## src/hdl/ffa_pkg.sv

```systemverilog
`timescale 1ns / 1ps
`default_nettype none

package ffa_pkg;

    localparam int ENTRIES          = 256;
    localparam int STORE_BYTES      = 1048576;
    localparam int MAX_RECORD_BYTES = 4095;

    localparam int IDX_W   = $clog2(ENTRIES);
    localparam int CNT_W   = $clog2(ENTRIES + 1);
    localparam int OFF_W   = $clog2(STORE_BYTES);
    localparam int END_W   = OFF_W + 1;
    localparam int BYTES_W = 12;
    localparam int KIND_W  = 2;
    localparam int STAT_W  = 3;

    localparam logic [BYTES_W-1:0] MAX_REQ   = BYTES_W'(MAX_RECORD_BYTES);
    localparam logic [END_W-1:0]   STORE_END = END_W'(STORE_BYTES);
    localparam logic [CNT_W-1:0]   TABLE_CAP = CNT_W'(ENTRIES);

    localparam logic [KIND_W-1:0] KIND_ALLOC   = 2'd0;
    localparam logic [KIND_W-1:0] KIND_RELEASE = 2'd1;
    localparam logic [KIND_W-1:0] KIND_LOOKUP  = 2'd2;

    localparam logic [STAT_W-1:0] ST_REUSED    = 3'd0;
    localparam logic [STAT_W-1:0] ST_OK        = 3'd1;
    localparam logic [STAT_W-1:0] ST_BAD_INDEX = 3'd2;
    localparam logic [STAT_W-1:0] ST_NOT_VALID = 3'd3;
    localparam logic [STAT_W-1:0] ST_FULL      = 3'd4;

    typedef struct packed {
        logic [OFF_W-1:0]   offset;
        logic [BYTES_W-1:0] bytes;
        logic               valid;
        logic               has_next;
        logic [IDX_W-1:0]   next;
    } t_entry;

    typedef struct packed {
        logic               ge;
        logic               gt;
        logic               over;
        logic [BYTES_W-1:0] rem;
        logic [END_W-1:0]   sum;
    } t_fit;

endpackage

`default_nettype wire

```

## src/hdl/ffa_fit.sv

```systemverilog
`timescale 1ns / 1ps
`default_nettype none

module ffa_fit (
    input  wire [ffa_pkg::END_W-1:0]   i_base,
    input  wire [ffa_pkg::BYTES_W-1:0] i_bytes,
    input  wire [ffa_pkg::BYTES_W-1:0] i_req,
    output ffa_pkg::t_fit              o_fit
);
    import ffa_pkg::*;

    always_comb begin
        o_fit.ge   = i_bytes >= i_req;
        o_fit.gt   = i_bytes > i_req;
        o_fit.rem  = i_bytes - i_req;
        o_fit.sum  = i_base + END_W'(i_req);
        o_fit.over = o_fit.sum > STORE_END;
    end

endmodule

`default_nettype wire
```

## config.mk

```make
export PLATFORM = sky130hd
export DESIGN_NAME = ffa_fit
export DESIGN_NICKNAME = d
export VERILOG_FILES = /design/src/hdl/ffa_pkg.sv /design/src/hdl/ffa_fit.sv
export SDC_FILE = /design/constraint.sdc
export NUM_CORES = 1
export LEC_CHECK = 0
export BUFFER_PORTS_ARGS = -buffer_cell sky130_fd_sc_hd__buf_2
export CAP_MARGIN = 10
export CORE_MARGIN = 5
export CORE_UTILIZATION = 28
export DETAILED_ROUTE_END_ITERATION = 8
export PLACE_DENSITY = 0.61
export SLEW_MARGIN = 20
export SYNTH_ARGS = -nofsm -noshare
export SYNTH_HDL_FRONTEND = slang
export SYNTH_SLANG_ARGS = --single-unit
```

## constraint.sdc

```tcl
create_clock -name vclk -period 2.7
set_clock_uncertainty 0.05 [all_clocks]
set_input_delay 0.27 -clock vclk [all_inputs]
set_output_delay 0.27 -clock vclk [all_outputs]
set_load 0.01 [all_outputs]
```

# Word level (Yosys, flattened, before mapping)
# Cells that the tools add are included.
[word_totals] regBits=0 input_bits=45 out_inout_bits=36 elab_cells=5
[op_classes] n_lt_le_gt_ge=3 addsub=2
[ops] cell="adder 21 x 12 -> 21 bit" n=1
[ops] cell="greater-than comparator 21 bit (second input constant)" n=1
[ops] cell="greater-or-equal comparator 12 bit" n=1
[ops] cell="greater-than comparator 12 bit" n=1
[ops] cell="subtractor 12 bit" n=1

# Longest topological paths before layout
# Gate-level depths: netlist of the first run.
[depth] ltp_word=2 depth_mapped=10 mapped_depth_nobuf=10

# Worst setup path after synthesis of the first run
# Ideal clock, no wire load.
[synth_timing] path_type="input port to output port" from="input port i_base[0] (netlist bit)" to="output port o_fit[33] (netlist bit)" path_buffers=0 required_ns=2.380 arrival_time_ns=2.344 path_slack_ns=0.036 stages=9 cell_sequence="ha_1 -> fa_1 -> a21o_1 -> a22o_1 -> o311a_1 -> o21ai_0 -> a21boi_0 -> xnor2_1 -> a31oi_1"
[synth_rtl] element="from (decl)" line_no="ffa_fit.sv:5" rtl="input wire [ffa_pkg::END_W-1:0] i_base,"
[synth_rtl] element="to (decl)" line_no="ffa_fit.sv:8" rtl="output ffa_pkg::t_fit o_fit"

==> impl_metrics.ini, run 1 <==
[final_layout]
nClkBuffers = 0
seq_cell_count = 0
n_fill_cell = 570
n_antenna_cell = 0
final_util_pct = 43.6
area_growth_pct = 52.8
register_area_sq_um = 0
fin_nets = 380
drive_gt1_share_pct = 41.4

[critical_path]
crit_fanout = 3
critPathArrivalTime_ps = 2480
critPathBufInv = 2
end_kind = output port
startpoint_type = primary input
cp_top_family = compound AO/OA/AOI/OAI gates
cp_data_required_time_ps = 2380
critPathMaxStageDelay_ps = 340
worstSetupPathType = in2out
cp_slowest_cell = fa_2
crit_chain = buf_2 > ha_2 > fa_2 > a21o_1 > a22o_4 > o311a_4 > nor4_2 > nor3_1 > nor4_2 > a31oi_1 > buf_2

[timing]
finalWorstSetupSlack_ps = -97.0
slew_violations = 0
whs_ps = 791
setup_viol_count_final = 3
worst_pin_slew_ps = 365
fin_crit_ps = 2800
hold_viol = 0
finalCritPeriodShare_pct = 104
rsz0062_at_grt = yes
max_freq_mhz = 358
slew_headroom_pct = 75.6

[die]
core_area_sq_um = 5070
dieArea_sq_um = 6710
die_h_um = 81.9
io_pins = 81
die_x_um = 81.9
start_util_pct = 28.5
row_count = 26

[global_routing]
grt_overflow = 0
grt_usage_pct = 13.8
grt_first_pass_wirelength_mm = 7.86
grt_max_degree = 11
grt_pass1_vias = 1783
grt_antenna_before_repair = 0

[detailed_routing]
routed_via_density = 4.73
wl_per_cell_um = 12.3
vias = 1785
dr.first_iter.drc_count = 37
dr.pass1.iters = 4
drt_wl_total_mm = 4.64
drc_errors = 0
antenna_left = 0

[flow_run]
max_cap_violations = 0

[place]
place.detailed.hpwl_mm = 4.01
finalWeightedCongestion = 0.784
io_buffers = 81

[clock_network]
postCtsSetupBuffers = 0
ctsHoldBuffers = 0

[power_and_ir_drop]
p_leak_nw = 1.17
ir_drop_v = 0.000115
power.density_nw_per_um2 = 260

[run_status]
status = finished with violations
violations = negative setup slack

[worst_hold_path]
hold_path_class = in2out

[synthesis]
ys_seq_area_share_pct = 0
synthCells = 204
synth_cell_type_count = 48
syn_nets = 275
ys_warn_count = 0
syn_avg_cell_area_sq_um = 7.10
synth_area_sq_um = 1450
[cells in the mapped netlist (2+ instances only)]
cell type / number / share of area [%]
nor4_1: 2 / 0.86
a21boi_0: 2 / 1.0
xnor2_1: 21 / 13
xor2_1: 5 / 3.0
nor2b_1: 2 / 0.86
a221oi_1: 2 / 1.2
nand3_1: 4 / 1.4
o21a_1: 2 / 1.0
or3_1: 3 / 1.3
o211ai_1: 2 / 1.0
inv_1: 25 / 6.5
nor2_1: 16 / 4.1
a31oi_1: 3 / 1.3
a21o_1: 6 / 3.1
nand2b_1: 3 / 1.3
nand4_1: 5 / 2.2
and2_1: 3 / 1.3
o31ai_1: 2 / 1.0
nor3_1: 8 / 2.8
nand2_1: 12 / 3.1
fa_1: 2 / 2.8
and3_1: 5 / 2.2
ha_1: 24 / 21
o21ai_0: 8 / 2.8
o21bai_1: 3 / 1.6
and4_1: 2 / 1.2
a21oi_1: 11 / 3.8
[routing by layer]
layer	GRT usage [%]	up-vias	share of wire, %
met4	0	0	0.45
met5	0	-	0
li1	-	946	-
met2	25.0	38	49
met1	19.0	799	47
met3	0.548	2	3.8
[tightest hold or removal path: stages]
cell	delay, ps
buf_2	110
xnor2_1	60
buf_2	130
[what timing repair did]
item | CTS | global route
gates cloned | 0 | 0
resized for setup | 5 | 15
endpoints found under the hold margin | 0 | 0
pin swaps | 8 | 7
setup endpoints to repair | 5 | 13
[area by class of cell]
cell class,instances,area (sq um),area share [%]
inverter,25,93.8,4.24
multi-input combinational,177,1450,65.3
timing repair buffer,105,586,26.5
tap,70,87.6,3.96
[report_power, final]
| group | switching (mW) | internal, mW | leakage [nW] | total (mW) |
|---|---|---|---|---|
| logic | 0.295 | 0.279 | 1.17 | 0.575 |
| clock network | 0 | 0 | 0 | 0 |
| registers | 0 | 0 | 0 | 0 |
[logic make-up after synthesis]
| logic type | Yosys count | synth area share, % |
|---|---|---|
| adder cells (fa/ha/maj) | 26 | 23.5 |
| buffers and inverters | 27 | 7.09 |
| multiplexers | 1 | 0.778 |
| AO/OA/AOI/OAI | 54 | 27.3 |
| AND/OR/NAND/NOR | 70 | 25.6 |
| XOR/XNOR | 26 | 15.7 |
[final timing paths]
| path | slack [ps] | start | depth (start not counted) | endpoint |
|---|---|---|---|---|
| worst min-delay path | 790 | i_base[15] | 3 | o_fit[15] |
| worst max-delay path | -100 | i_base[0] | 11 | o_fit[33] |
[layout by cell type (no fill, tap or decap), types with 2 or more instances in the layout]
master | netlist | layout
buf_2 | 1 | 81
inv_1 | 25 | 25
buf_4 | 0 | 24
ha_1 | 24 | 23
xnor2_1 | 21 | 19
nor2_1 | 16 | 16
nand2_1 | 12 | 12
a21oi_1 | 11 | 11
nor3_1 | 8 | 8
a21o_1 | 6 | 6
and3_1 | 5 | 5
nand4_1 | 5 | 5
xor2_1 | 5 | 5
o21ai_0 | 8 | 5
nand3_1 | 4 | 3
a31oi_1 | 3 | 3
and2_1 | 3 | 3
o21bai_1 | 3 | 3
o21ai_1 | 1 | 3
or3_1 | 3 | 3
and4_1 | 2 | 2
xnor2_2 | 0 | 2
o21a_1 | 2 | 2
o211ai_1 | 2 | 2
a221oi_1 | 2 | 2
nor2b_1 | 2 | 2
o31ai_1 | 2 | 2
nand2b_1 | 3 | 2
nor4_2 | 0 | 2
[per-stage QoR]
| stage | area [sq um] | cells | power (mW) | worst slack, ps | setup TNS, ps |
|---|---|---|---|---|---|
| after CTS | 2140 | 377 | 0.557 | -132 | -150 |
| after floorplan | 1450 | 204 | 0.319 | 36.0 | 0 |
| after detailed placement | 2110 | 377 | 0.548 | -232 | -873 |
| after global routing | 2210 | 377 | 0.640 | -227 | -665 |
| final | 2210 | 377 | 0.575 | -97.0 | -177 |
| after global placement | 2110 | 377 | 0.544 | -202 | -785 |
Note: power is estimated with default switching activity, not from simulation.
==> run 2, diff against run 1 <==
--- a/config.mk
+++ b/config.mk
@@ -8,9 +8,10 @@
 export BUFFER_PORTS_ARGS = -buffer_cell sky130_fd_sc_hd__buf_2
 export CAP_MARGIN = 10
 export CORE_MARGIN = 5
-export CORE_UTILIZATION = 28
+export CORE_UTILIZATION = 30
 export DETAILED_ROUTE_END_ITERATION = 8
-export PLACE_DENSITY = 0.61
+export GPL_ROUTABILITY_DRIVEN = 1
+export PLACE_DENSITY = 0.64
 export SLEW_MARGIN = 20
 export SYNTH_ARGS = -nofsm -noshare
 export SYNTH_HDL_FRONTEND = slang
==> constraint.sdc (replaced) <==
create_clock -name vclk -period 3.6
set_clock_uncertainty 0.05 [all_clocks]
set_input_delay 0.36 -clock vclk [all_inputs]
set_output_delay 0.36 -clock vclk [all_outputs]
set_load 0.01 [all_outputs]
==> run 2 against run 1 <==
  * The flow now finishes without violations
  * Sequential cell count stayed put
  * Sequential share of layout area stayed put
  * Highest routed layer unchanged
  * Setup slack better by 540 ps
  * Cell count is 11% lower
  * Worst hold slack better by 180 ps
  * Core utilization is 2.8 points lower
  * Non-clock buffer count is 24 lower
  * Critical endpoint unchanged
  * Cell area is 14% lower
  * Global-route usage is 0.91 points lower
  * First-iteration DRC count is 32% higher
==> impl_metrics.ini, run 2 (same netlist as run 1, synthesis figures left out) <==
[final_layout]
register_area_sq_um = 0
final_cell_mix = 81 x buf_2, 25 x inv_1, 24 x ha_1, 21 x xnor2_1, 16 x nor2_1
multi_input_area_sq_um = 1350
area_growth_pct = 32.1
fin_nets = 356
layout.cells.most_common = buf_2
drive_gt1_share_pct = 31.4
final_util_pct = 40.7
final_cells = 337
n_fill_cell = 512
n_antenna_cell = 0
nClkBuffers = 0
seq_cell_count = 0

[place]
place.detailed.hpwl_mm = 3.80
dp_cells = 337
finalWeightedCongestion = 0.857
io_buffers = 81

[global_routing]
grt_usage_pct = 12.9
grt_antenna_before_repair = 0
grt_pass1_vias = 1523
grt_overflow = 0
grt_max_degree = 11
grt_first_pass_wirelength_mm = 6.96

[timing]
fin_crit_ps = 3150
finalCritPeriodShare_pct = 87.6
rsz0062_at_grt = no
slew_headroom_pct = 68.1
hold_viol = 0
tns_ps = 0
worst_pin_slew_ps = 478
max_freq_mhz = 317
setup_viol_count_final = 0
slew_violations = 0

[die]
dieArea_sq_um = 6310
row_count = 25
start_util_pct = 30.9
core_area_sq_um = 4690
die_h_um = 79.5
io_pins = 81
die_x_um = 79.5

[detailed_routing]
dr.first_iter.drc_count = 49
drt_wl_total_mm = 4.27
routed_via_density = 4.99
wl_per_cell_um = 12.7
drc_errors = 0
dr.pass1.iters = 4
vias = 1682
antenna_left = 0

[critical_path]
worstSetupPathType = in2out
crit_fanout = 4
critPathBufInv = 2
crit_chain = buf_2 > ha_1 > fa_1 > a21o_1 > a22o_1 > o311a_1 > nor4_1 > nor3_1 > nor4_1 > a31oi_1 > buf_2
cp_data_required_time_ps = 3190
startpoint = i_base[0]
cp_slowest_cell = fa_1
critPathMaxStageDelay_ps = 410
critPathArrivalTime_ps = 2740
startpoint_type = primary input
end_kind = output port
cp_top_family = compound AO/OA/AOI/OAI gates

[clock_network]
ctsHoldBuffers = 0
postCtsSetupBuffers = 0
cts_resized = 0

[worst_hold_path]
hold_path_class = in2out
min_from = i_base[15]

[power_and_ir_drop]
ir_drop_v = 0.0000803
power.density_nw_per_um2 = 192
p_leak_nw = 1.02

[run_status]
status = finished clean

[flow_run]
max_cap_violations = 0
[run 2: cell count changes in the layout (fill, tap and decap cells not counted), sizes merged]
cell,delta
buf,-24
[run 2: tightest hold or removal path, cell delays in order]
cell and delay, ps:
buf_2 110, xnor2_1 70, buf_2 130
[run 2: metal layers]
| metal | wire length (um) | GRT usage [%] |
|---|---|---|
| met5 | 0 | 0 |
| met1 | 2040 | 18.7 |
| met4 | 27 | 0.687 |
| met3 | 258 | 1.24 |
| met2 | 1940 | 21.4 |
[run 2: layout make-up]
cell class | instances | area share [%]
inverter | 25 | 4.91
timing repair buffer | 81 | 21.2
tap | 54 | 3.53
multi-input combinational | 177 | 70.4
[run 2: report_power, final]
part / leakage (nW) / total, mW / internal (mW) / switching (mW)
clock network: 0 / 0 / 0 / 0
registers: 0 / 0 / 0 / 0
logic: 1.02 / 0.367 / 0.166 / 0.201
total: 1.02 / 0.367 / 0.166 / 0.201
[run 2: final timing paths]
check	to	cells past startpoint	slack, ps
hold / removal	o_fit[15]	3	980
setup / recovery	o_fit[33]	11	450
[run 2: metrics by stage]
stage                     cell area [sq um]  setup WS, ps  hold slack, ps  total power, mW
final                                  1910           447             976            0.367
after CTS                              1910           443             978            0.371
after global routing                   1910           342            1000            0.412
after floorplan                        1450           756             758            0.239
after global placement                 1910           477             975            0.368
after detailed placement               1910           447             977            0.369
==> run 3, diff against run 2 <==
--- a/config.mk
+++ b/config.mk
@@ -8,10 +8,10 @@
 export BUFFER_PORTS_ARGS = -buffer_cell sky130_fd_sc_hd__buf_2
 export CAP_MARGIN = 10
 export CORE_MARGIN = 5
-export CORE_UTILIZATION = 30
+export CORE_UTILIZATION = 41
 export DETAILED_ROUTE_END_ITERATION = 8
 export GPL_ROUTABILITY_DRIVEN = 1
-export PLACE_DENSITY = 0.64
+export PLACE_DENSITY = 0.81
 export SLEW_MARGIN = 20
 export SYNTH_ARGS = -nofsm -noshare
 export SYNTH_HDL_FRONTEND = slang
==> run 3 against run 2 <==
  * Worst hold slack got worse by 1.5 ps
  * Sequential share of layout area did not move
  * Cell area fell by 0.52%
  * Routed wire length fell by 5.0%
  * Combinational power barely moved
  * Critical path depth did not move
  * Die area fell by 24%
  * Sequential cell count did not move
  * Setup slack got worse by 5.1 ps
  * Highest routed layer unchanged
==> impl_metrics.ini, run 3 (same netlist as run 1, synthesis figures left out) <==
[critical_path]
crit_fanout = 4
startpoint_type = primary input
critPathArrivalTime_ps = 2750
worstSetupPathType = in2out
end_kind = output port
cp_data_required_time_ps = 3190

[global_routing]
grt_overflow = 0
grt_antenna_before_repair = 0
grt_first_pass_wirelength_mm = 6.84
grt_pass1_vias = 1578
grt_max_degree = 11
grt_usage_pct = 15.8

[final_layout]
final_cell_mix = 81 x buf_2, 25 x inv_1, 24 x ha_1, 21 x xnor2_1, 16 x nor2_1
layout.cells.most_common = buf_2
multi_input_area_sq_um = 1350
final_cells = 329
area_growth_pct = 31.4
seq_cell_count = 0
drive_gt1_share_pct = 31.4
register_area_sq_um = 0
final_util_pct = 56.1
n_antenna_cell = 0
n_fill_cell = 327
nClkBuffers = 0
stdcell_area_sq_um = 1900
fin_nets = 356

[timing]
setup_viol_count_final = 0
finalCritPeriodShare_pct = 87.7
slew_headroom_pct = 66.6
max_freq_mhz = 317
tns_ps = 0
rsz0062_at_grt = no
worst_pin_slew_ps = 501
hold_viol = 0
fin_crit_ps = 3160
slew_violations = 0

[clock_network]
postCtsSetupBuffers = 0
cts_resized = 0
ctsHoldBuffers = 0

[detailed_routing]
dr.pass1.iters = 4
wl_per_cell_um = 12.3
drc_errors = 0
antenna_left = 0
drt_wl_total_mm = 4.06
vias = 1703
dr.first_iter.drc_count = 70
routed_via_density = 5.18

[power_and_ir_drop]
p_leak_nw = 1.02
power.density_nw_per_um2 = 192
ir_drop_v = 0.0000894

[die]
die_h_um = 69.4
die_x_um = 69.4
start_util_pct = 42.7
dieArea_sq_um = 4820
io_pins = 81
row_count = 21
core_area_sq_um = 3390

[flow_run]
max_cap_violations = 0

[place]
place.detailed.hpwl_mm = 3.58
io_buffers = 81
dp_cells = 329
placed_area_sq_um = 1900
finalWeightedCongestion = 0.884

[worst_hold_path]
hold_path_class = in2out

[run_status]
status = finished clean
[run 3: cell counts in the layout (fill, tap and decap cells not counted)]
Identical to the previous run, type by type.
[run 3: critical path, stage by stage]
cell      delay [ps]
buf_2            100
ha_1             220
fa_1             400
a21o_1           200
a22o_1           240
o311a_1          400
o21ai_0          220
a21boi_0         150
xnor2_1          160
a31oi_1          150
buf_2            150
[run 3: layout make-up]
cell class                      instances  area share, %
Multi-Input combinational cell        177           70.7
Inverter                               25           4.93
Tap cell                               46           3.03
Timing Repair Buffer                   81           21.3
[run 3: through the flow]
| stage | total power [mW] | worst slack [ps] | hold slack [ps] |
|---|---|---|---|
| final | 0.366 | 442 | 974 |
| after detailed placement | 0.365 | 468 | 976 |
| after global placement | 0.363 | 513 | 973 |
| after global routing | 0.408 | 216 | 994 |
| after CTS | 0.368 | 456 | 976 |
| after floorplan | 0.239 | 756 | 758 |
[run 3: path summary, 6_finish.rpt]
check  startpoint        end  cells after the start
max     i_base[0]  o_fit[33]                     11
min    i_base[15]  o_fit[15]                      3
[run 3: report_power, final]
group | switching, mW | internal, mW
Combinational | 0.200 | 0.166
Sequential | 0 | 0
Clock | 0 | 0
Total | 0.200 | 0.166
[run 3: per-layer routing]
layer  up-vias  global-route usage [%]  wire (um)
met4         0                   0.434          7
met2        50                    27.1       1850
met3         2                    1.88        228
met5         -                       0          0
met1       751                    22.1       1970
li1        900                       -          -
